$ cat src/design/tedet_pkg.sv
package tedet_pkg;

    typedef enum logic [2:0] {
        ENC_ANSI   = 3'd0,
        ENC_LE     = 3'd1,
        ENC_BE     = 3'd2,
        ENC_UTF8   = 3'd3,
        ENC_BINARY = 3'd4
    } t_enc_class;

    // UTF-8 sequence tracker state
    typedef struct packed {
        logic [1:0] pend;
        logic       broken;
        logic       seen;
    } t_scan;

    localparam logic [15:0] LIMIT_RESET = 16'd2;
    localparam logic [16:0] PAIR_MAX    = 17'h1FFFF;
    localparam logic [2:0]  COUNT_MAX   = 3'd7;
    localparam logic [2:0]  ZERO_THRESH = 3'd3;

    localparam logic [15:0] BOM_LE_HEAD  = 16'hFEFF;
    localparam logic [15:0] BOM_BE_HEAD  = 16'hFFFE;
    localparam logic [15:0] BOM_U8_HEAD  = 16'hBBEF;
    localparam logic [7:0]  BOM_U8_TAIL  = 8'hBF;

    function automatic t_scan scan_byte(input t_scan s, input logic [7:0] b);
        t_scan r;
        r = s;
        if (s.pend != 2'd0) begin
            if (b[7:6] != 2'b10) begin
                r.broken = 1'b1;
            end
            r.pend = s.pend - 2'd1;
        end else if (b[7:5] == 3'b110) begin
            r.pend = 2'd1;
            r.seen = 1'b1;
        end else if (b[7:4] == 4'b1110) begin
            r.pend = 2'd2;
            r.seen = 1'b1;
        end else if (b[7:3] == 5'b11110) begin
            r.pend = 2'd3;
            r.seen = 1'b1;
        end
        return r;
    endfunction

    function automatic logic is_illegal(input logic [7:0] b);
        return (b == 8'hC0) || (b == 8'hC1) || (b >= 8'hF5);
    endfunction

endpackage

$ cat src/design/tedet_core.sv
module tedet_core (
    input  logic                   i_clk,
    input  logic                   i_rst_n,
    input  logic                   i_step,
    input  logic [7:0]             i_byte,
    input  logic                   i_last,
    input  logic [15:0]            i_limit,
    output tedet_pkg::t_enc_class  o_class
);

    logic [7:0]        r_rec [4];
    logic [23:0]       r_lead;
    logic [2:0]        r_early;
    logic              r_parity;
    logic [16:0]       r_pairs;
    logic [2:0]        r_zeros;
    logic              r_illegal;
    tedet_pkg::t_scan  r_scan;

    logic [7:0]        n_rec [4];
    logic [23:0]       n_lead;
    logic [2:0]        n_early;
    logic              n_parity;
    logic [16:0]       n_pairs;
    logic [2:0]        n_zeros;
    logic              n_illegal;
    tedet_pkg::t_scan  n_scan;
    tedet_pkg::t_scan  fin_scan;

    always_comb begin
        n_pairs   = r_pairs;
        n_zeros   = r_zeros;
        n_lead    = r_lead;
        n_illegal = r_illegal || tedet_pkg::is_illegal(i_byte);
        n_scan    = r_scan;

        // zero pair at an even position, completed before this byte
        if (r_early >= 3'd2 && !r_parity && r_rec[0] == 8'd0 && r_rec[1] == 8'd0
            && r_pairs != tedet_pkg::PAIR_MAX) begin
            n_pairs = r_pairs + 17'd1;
        end
        if (r_early >= 3'd2 && i_byte == 8'd0 && r_zeros != tedet_pkg::COUNT_MAX) begin
            n_zeros = r_zeros + 3'd1;
        end
        unique case (r_early)
            3'd0:    n_lead[7:0]   = i_byte;
            3'd1:    n_lead[15:8]  = i_byte;
            3'd2:    n_lead[23:16] = i_byte;
            default: n_lead        = r_lead;
        endcase
        // UTF-8 scan trails the input by four bytes
        if (r_early >= 3'd4) begin
            n_scan = tedet_pkg::scan_byte(r_scan, r_rec[3]);
        end

        n_rec[0] = i_byte;
        n_rec[1] = r_rec[0];
        n_rec[2] = r_rec[1];
        n_rec[3] = r_rec[2];
        n_early  = (r_early == tedet_pkg::COUNT_MAX) ? r_early : r_early + 3'd1;
        n_parity = ~r_parity;

        // flush owed continuations against the buffered tail
        fin_scan = n_scan;
        for (int k = 0; k < 3; k++) begin
            if (fin_scan.pend != 2'd0) begin
                fin_scan = tedet_pkg::scan_byte(fin_scan, n_rec[3-k]);
            end
        end

        priority if (n_early < 3'd2) begin
            o_class = tedet_pkg::ENC_ANSI;
        end else if (n_pairs > {1'b0, i_limit}) begin
            o_class = tedet_pkg::ENC_BINARY;
        end else if (n_lead[15:0] == tedet_pkg::BOM_LE_HEAD) begin
            o_class = tedet_pkg::ENC_LE;
        end else if (n_lead[15:0] == tedet_pkg::BOM_BE_HEAD) begin
            o_class = tedet_pkg::ENC_BE;
        end else if (n_zeros > tedet_pkg::ZERO_THRESH && !n_parity) begin
            o_class = tedet_pkg::ENC_LE;
        end else if (n_early < 3'd3) begin
            o_class = tedet_pkg::ENC_ANSI;
        end else if (n_lead[15:0] == tedet_pkg::BOM_U8_HEAD
                     && n_lead[23:16] == tedet_pkg::BOM_U8_TAIL) begin
            o_class = tedet_pkg::ENC_UTF8;
        end else if (n_illegal || fin_scan.broken) begin
            o_class = tedet_pkg::ENC_ANSI;
        end else begin
            o_class = fin_scan.seen ? tedet_pkg::ENC_UTF8 : tedet_pkg::ENC_ANSI;
        end
    end

    always_ff @(posedge i_clk) begin
        if (!i_rst_n || (i_step && i_last)) begin
            for (int k = 0; k < 4; k++) begin
                r_rec[k] <= 8'd0;
            end
            r_lead    <= '0;
            r_early   <= '0;
            r_parity  <= 1'b0;
            r_pairs   <= '0;
            r_zeros   <= '0;
            r_illegal <= 1'b0;
            r_scan    <= '0;
        end else if (i_step) begin
            r_rec     <= n_rec;
            r_lead    <= n_lead;
            r_early   <= n_early;
            r_parity  <= n_parity;
            r_pairs   <= n_pairs;
            r_zeros   <= n_zeros;
            r_illegal <= n_illegal;
            r_scan    <= n_scan;
        end
    end

endmodule

$ cat src/design/text_encoding_detector_top.sv
// Byte-stream text encoding classifier. One byte word is accepted per clock;
// the block sustains one byte per cycle as long as results are drained. Each
// byte passes an input register; for the byte flagged with tlast, the class
// computed from the updated per-buffer state is captured in the output
// register that holds the result word. Only that last byte yields a result
// (0 ANSI, 1 UTF-16 LE, 2 UTF-16 BE, 3 UTF-8, 4 binary); all buffer state then
// clears. A last byte waits in the input register only while an earlier result
// is still held. The user must write the null pair limit through the config
// channel only while no buffer is in progress; the block does not enforce it.
module text_encoding_detector_top (
    input  logic        i_clk,
    input  logic        i_rst_n,
    input  logic        i_cfg_valid,
    output logic        o_cfg_ready,
    input  logic [15:0] i_cfg_data,     // null_pair_limit
    input  logic        s_axis_tvalid,
    output logic        s_axis_tready,
    input  logic [7:0]  s_axis_tdata,   // [7:0] data_byte
    input  logic        s_axis_tlast,   // last_byte
    output logic        m_axis_tvalid,
    input  logic        m_axis_tready,
    output logic [7:0]  m_axis_tdata    // [2:0] encoding_class, [7:3] zero
);

    logic [15:0]           r_limit;
    logic                  r_in_valid;
    logic [7:0]            r_in_byte;
    logic                  r_in_last;
    logic                  r_out_valid;
    tedet_pkg::t_enc_class r_out_class;
    tedet_pkg::t_enc_class core_class;
    logic                  step;

    assign o_cfg_ready = 1'b1;

    // non-last bytes never wait on the result side
    assign step = r_in_valid && (!r_in_last || !r_out_valid || m_axis_tready);
    assign s_axis_tready = !r_in_valid || step;

    always_ff @(posedge i_clk) begin
        if (!i_rst_n) begin
            r_limit <= tedet_pkg::LIMIT_RESET;
        end else if (i_cfg_valid) begin
            r_limit <= i_cfg_data;
        end
    end

    always_ff @(posedge i_clk) begin
        if (!i_rst_n) begin
            r_in_valid <= 1'b0;
        end else if (s_axis_tready) begin
            r_in_valid <= s_axis_tvalid;
        end
    end

    always_ff @(posedge i_clk) begin
        if (s_axis_tready && s_axis_tvalid) begin
            r_in_byte <= s_axis_tdata;
            r_in_last <= s_axis_tlast;
        end
    end

    tedet_core u_core (
        .i_clk   (i_clk),
        .i_rst_n (i_rst_n),
        .i_step  (step),
        .i_byte  (r_in_byte),
        .i_last  (r_in_last),
        .i_limit (r_limit),
        .o_class (core_class)
    );

    always_ff @(posedge i_clk) begin
        if (!i_rst_n) begin
            r_out_valid <= 1'b0;
        end else if (step && r_in_last) begin
            r_out_valid <= 1'b1;
        end else if (m_axis_tready) begin
            r_out_valid <= 1'b0;
        end
    end

    always_ff @(posedge i_clk) begin
        if (step && r_in_last) begin
            r_out_class <= core_class;
        end
    end

    assign m_axis_tvalid = r_out_valid;
    assign m_axis_tdata  = {5'd0, r_out_class};

endmodule
$ cat config.mk
export PLATFORM = sky130hd
export DESIGN_NAME = text_encoding_detector_top
export DESIGN_NICKNAME = d
export VERILOG_FILES = /design/src/design/tedet_pkg.sv /design/src/design/tedet_core.sv /design/src/design/text_encoding_detector_top.sv
export SDC_FILE = /design/constraint.sdc
export NUM_CORES = 1
export LEC_CHECK = 0
export BUFFER_PORTS_ARGS = -buffer_cell sky130_fd_sc_hd__buf_4
export CAP_MARGIN = 40
export CORE_MARGIN = 8
export CORE_UTILIZATION = 45
export DETAILED_ROUTE_END_ITERATION = 10
export PLACE_DENSITY = 0.74
export SETUP_SLACK_MARGIN = 0.05
export SLEW_MARGIN = 10
export SYNTH_ARGS = -nofsm -noshare
export SYNTH_HDL_FRONTEND = slang
export SYNTH_HIERARCHICAL = 1
export SYNTH_SLANG_ARGS = --single-unit
$ cat constraint.sdc
create_clock -name i_clk -period 4.9 [get_ports i_clk]
set_input_delay 0.735 -clock i_clk [delete_from_list [all_inputs] [get_ports i_clk]]
set_output_delay 0.735 -clock i_clk [all_outputs]
set_load 0.01 [all_outputs]
==> results.md <==
Critical path:
- The critical path in this run is classified as reg -> reg.
- The highest fanout seen on the critical path is 12.
- At the worst endpoint, the required time is 5.07 ns.
- Walking the worst path, the cells encountered are and4_2 -> and3_1 -> and4_1 -> nand2_1 -> nor2_1 -> ha_1 -> nor4_1 -> nand3_2 -> buf_4 -> nor4_4 -> buf_4 -> nand3_1 -> xnor2_1 -> ha_1 -> a21o_1 -> a21oi_1 -> o2111ai_1 -> a221o_1 -> a211oi_1.
- In this run the worst setup path begins at u_core/r_pairs[6].
- The start of the worst register-to-register path is u_core/r_pairs[6].
- The slowest stage of the critical path belongs to the cell sky130_fd_sc_hd__dfxtp_1.
- The largest single stage delay on the critical path is 0.38 ns.
- The startpoint class of the critical path is a flop.
- The worst setup path is captured at a flop.
- The data arrival time of the critical path is 4.59 ns.

Floorplanning:
- The total core area is 11900 um2.
- The effective utilization at floorplan is 45.8%.
- The floorplan step set the die width to 126 um.
- The vertical die dimension is 126 um.
- The number of placed I/O pins is 41.
- The total die area is 15900 um2.
- Row generation in the floorplan step produced 40 rows.

Cells and area:
- The design area is 6040 um2.
- The total of fill cells in the finished design is 1059.
- The post-route netlist has 11.5% of its cells at a drive strength greater than 1.
- The number of diodes added for antenna fixing is 0.
- In the layout the commonest cells are sky130_fd_sc_hd__dfxtp_1, sky130_fd_sc_hd__nor2_1, sky130_fd_sc_hd__mux2i_1, sky130_fd_sc_hd__nand2_1, sky130_fd_sc_hd__buf_4.
- The library cell used most frequently in the layout, excluding fill and tap cells, is sky130_fd_sc_hd__dfxtp_1.
- After the last flow step, the layout net total stands at 667.
- The post-synthesis to final-layout area growth is 10.7%.

Global route:
- The total global routing track utilization is 14.2%.
- The residual overflow from global routing is 0.
- Global routing consumed, on the met2 layer, 24.2% of the routing resources.
- For met1 alone, demand over resource in global routing was 17.7%.
- Entering global routing, the biggest net connects 80 pins.
- Global routing consumed, on the met3 layer, 2.11% of the routing resources.
- The number of antenna violations at the first check in global routing came to 0.
- The busiest layer in global routing is met2.
- The first global-routing pass estimated 19000 um of wire.
- The number of global-route vias before repair came to 4074.

Clocking:
- Buffers inserted during clock tree synthesis total 9.
- The number of H-tree branching levels is 3.
- The quantity of hold-fixing buffers added after cts is 0.
- The number of sinks handled by clock tree synthesis is 109.
- The maximum buffer depth of the clock tree is 2.
- The clock-pin slew of the registers on the worst-case setup and hold paths is 0.08 ns.
- TritonCTS built the clock tree.
- The worst-skew pair later-pin latency is 0.35 ns.
- Clock tree synthesis selected as its root buffer the cell sky130_fd_sc_hd__clkbuf_16.

STA:
- Setup repair after global routing left no endpoint under its margin.
- The highest clock frequency the design can meet is 226 MHz.
- The number of failing hold endpoints at the final stage came to 0.
- The final critical delay including setup and external delays is 4.42 ns.
- Dividing the final minimum period by the clock period gives 90.3%.
- Setup violations remaining at the end of the flow were counted as 0.
- The final max-slew violation count was 0.
- The slew of the pin with the lowest slew margin is 0.789 ns.
- In the final timing run, aggregate negative setup slack is 0 ns.
- In this run the tightest slew margin relative to its limit is 46.0%.
- Across the routed clock network, the largest skew measured is 0.00845 ns.

Placed design:
- The routability-driven placement congestion ratio is 0.839.
- Input and output buffers added on the ports amount to 34.
- Once placement finished, the instance area stood at 5700 um2.
- Detailed placement ended at an HPWL of 7920 um.

Yosys:
- The portion of the post-synthesis area used by sequential elements is 42.2%.
- The mapped netlist covers 5460 um2.
- The number of register bits inferred by synthesis is 109.
- The number of different library cells used by synthesis comes to 60.
- The number of warnings printed during yosys synthesis is 6.
- The number of flops mapped to enable cells by yosys is 12.
- The mean cell area of the mapped netlist is 9.14 um2.
- The async set or reset register ratio after synthesis is 0%.
- Among all flip-flop cells after synthesis, the most frequent one is sky130_fd_sc_hd__dfxtp_1.
- The gate count after technology mapping is 597.

Detailed routing:
- After detailed routing, the number of remaining DRC violations is 0.
- The mean number of vias per cell is 5.33.
- The number of iterations in the first detailed-routing pass is 4.
- The number of DRC markers after the initial detailed-route iteration is 231.
- The wire length per cell after detailed routing is 14.5 um.
- The routed wire length is 11100 um.
- Once detail routing completed, the nets flagged for antenna violations numbered 0.
- The detailed-route via count is 4078.

Run status:
- The flow ran to the end, and the final reports show no timing, DRC or antenna violations.

Power and ir drop:
- The leakage component of the power is 2.41 nW.
- For this design the ratio of total power to cell area is 298 nW/um2.
- The largest voltage drop on the vdd net is 0.217 mV.

Worst hold path:
- The classification of the worst-slack hold path is reg -> reg.
- In this run the most critical hold path is launched from u_core/r_lead[19].

Job:
- Max-cap violations in this run came to 0.
-- registers in the layout, summed over array words and instances, names as in the netlist --
register          cells
m_axis_tvalid         1
r_in_byte             8
r_in_last             1
r_in_valid            1
r_limit              16
r_out_class           3
u_core/n_rec         21
u_core/r_early        3
u_core/r_illegal      1
u_core/r_lead        24
u_core/r_pairs       17
u_core/r_parity       1
u_core/r_rec          5
u_core/r_scan         4
u_core/r_zeros        3
-- critical path, delay by kind of cell, from the launching register on --
| family | cells | cell delay (ns) |
|---|---|---|
| AOI/OAI and AO/OA | 5 | 1.09 |
| adders and majority gates | 2 | 0.46 |
| and+or+nand+nor | 9 | 1.70 |
| buffers and inverters | 2 | 0.43 |
| DFF | 1 | 0.38 |
| xor gates and xnor gates | 1 | 0.16 |
-- Yosys cell counts, types with 6 or more instances --
cell type	instances	area (um2)
sky130_fd_sc_hd__xor2_1	17	149
sky130_fd_sc_hd__nor2b_1	24	150
sky130_fd_sc_hd__nor3_1	9	45.0
sky130_fd_sc_hd__nand2_1	45	169
sky130_fd_sc_hd__inv_1	26	97.6
sky130_fd_sc_hd__a21oi_1	33	165
sky130_fd_sc_hd__nand2b_1	9	56.3
sky130_fd_sc_hd__dfxtp_1	97	1940
sky130_fd_sc_hd__mux2i_1	55	551
sky130_fd_sc_hd__nand4_1	12	75.1
sky130_fd_sc_hd__nor2_1	70	263
sky130_fd_sc_hd__nand3_1	33	165
sky130_fd_sc_hd__buf_4	7	52.6
sky130_fd_sc_hd__ha_1	24	300
sky130_fd_sc_hd__a211oi_1	7	52.6
sky130_fd_sc_hd__nor4_1	6	37.5
sky130_fd_sc_hd__clkbuf_1	22	82.6
sky130_fd_sc_hd__xnor2_1	16	140
sky130_fd_sc_hd__edfxtp_1	12	360
-- worst paths after layout --
kind                                          end  slack (ns)  depth (start not counted)
worst min register to register  u_core/r_lead[19]        0.46                          2
worst min-delay path            u_core/r_lead[19]        0.46                          2
worst max register to register     r_out_class[0]        0.48                         19
worst max-delay path               r_out_class[0]        0.48                         19
-- area by class of cell --
class | instances | area (um2) | area share (%)
inverter | 26 | 97.6 | 1.61
clock inverter | 6 | 51.3 | 0.849
clock buffer | 10 | 229 | 3.79
multi-input combinational | 425 | 2840 | 47.1
sequential | 109 | 2300 | 38.1
timing repair buffer | 42 | 335 | 5.55
tap | 147 | 184 | 3.04
-- repair_timing --
action	in CTS	in global routing
resized for setup	0	2
endpoints found under the hold margin	0	0
endpoints found under the setup margin	0	3
setup buffers	0	4
-- layer usage --
layer  wire (um)  up-vias
li1            -     2071
met1        5200     1938
met2        5470       59
met3         273       10
met4         146        0
met5           0        -
-- power by group --
part / total [mW] / internal, mW / switching, mW
Combinational: 0.163 / 0.0689 / 0.0937
Sequential: 0.952 / 0.927 / 0.0250
Clock: 0.688 / 0.355 / 0.333
-- logic make-up (layout without fill, tap and decap cells) --
logic type / Yosys count / after routing / share of synthesized area, %
XOR/XNOR: 33 / 33 / 5.30
multiplexers: 56 / 56 / 10.3
flip-flops: 109 / 109 / 42.2
adder cells (fa/ha/maj): 24 / 24 / 5.50
AO/OA/AOI/OAI: 71 / 71 / 8.23
other: 2 / 6 / 0.138
buffers and inverters: 67 / 84 / 6.30
AND/OR/NAND/NOR: 235 / 235 / 22.1
-- through the flow --
stage	utilization, %	hold slack [ns]	worst slack (ns)	power [mW]	cells
finish	50.7	0.457	0.477	1.80	765
global route	50.7	0.474	0.0629	1.88	765
CTS	50.2	0.458	0.187	1.81	760
detailed placement	47.8	0.448	0.211	1.13	744
global placement	47.8	0.441	0.559	1.12	744
floorplan	-	0.429	0.783	1.09	601
No activity file was read; power rests on OpenSTA's default activity.
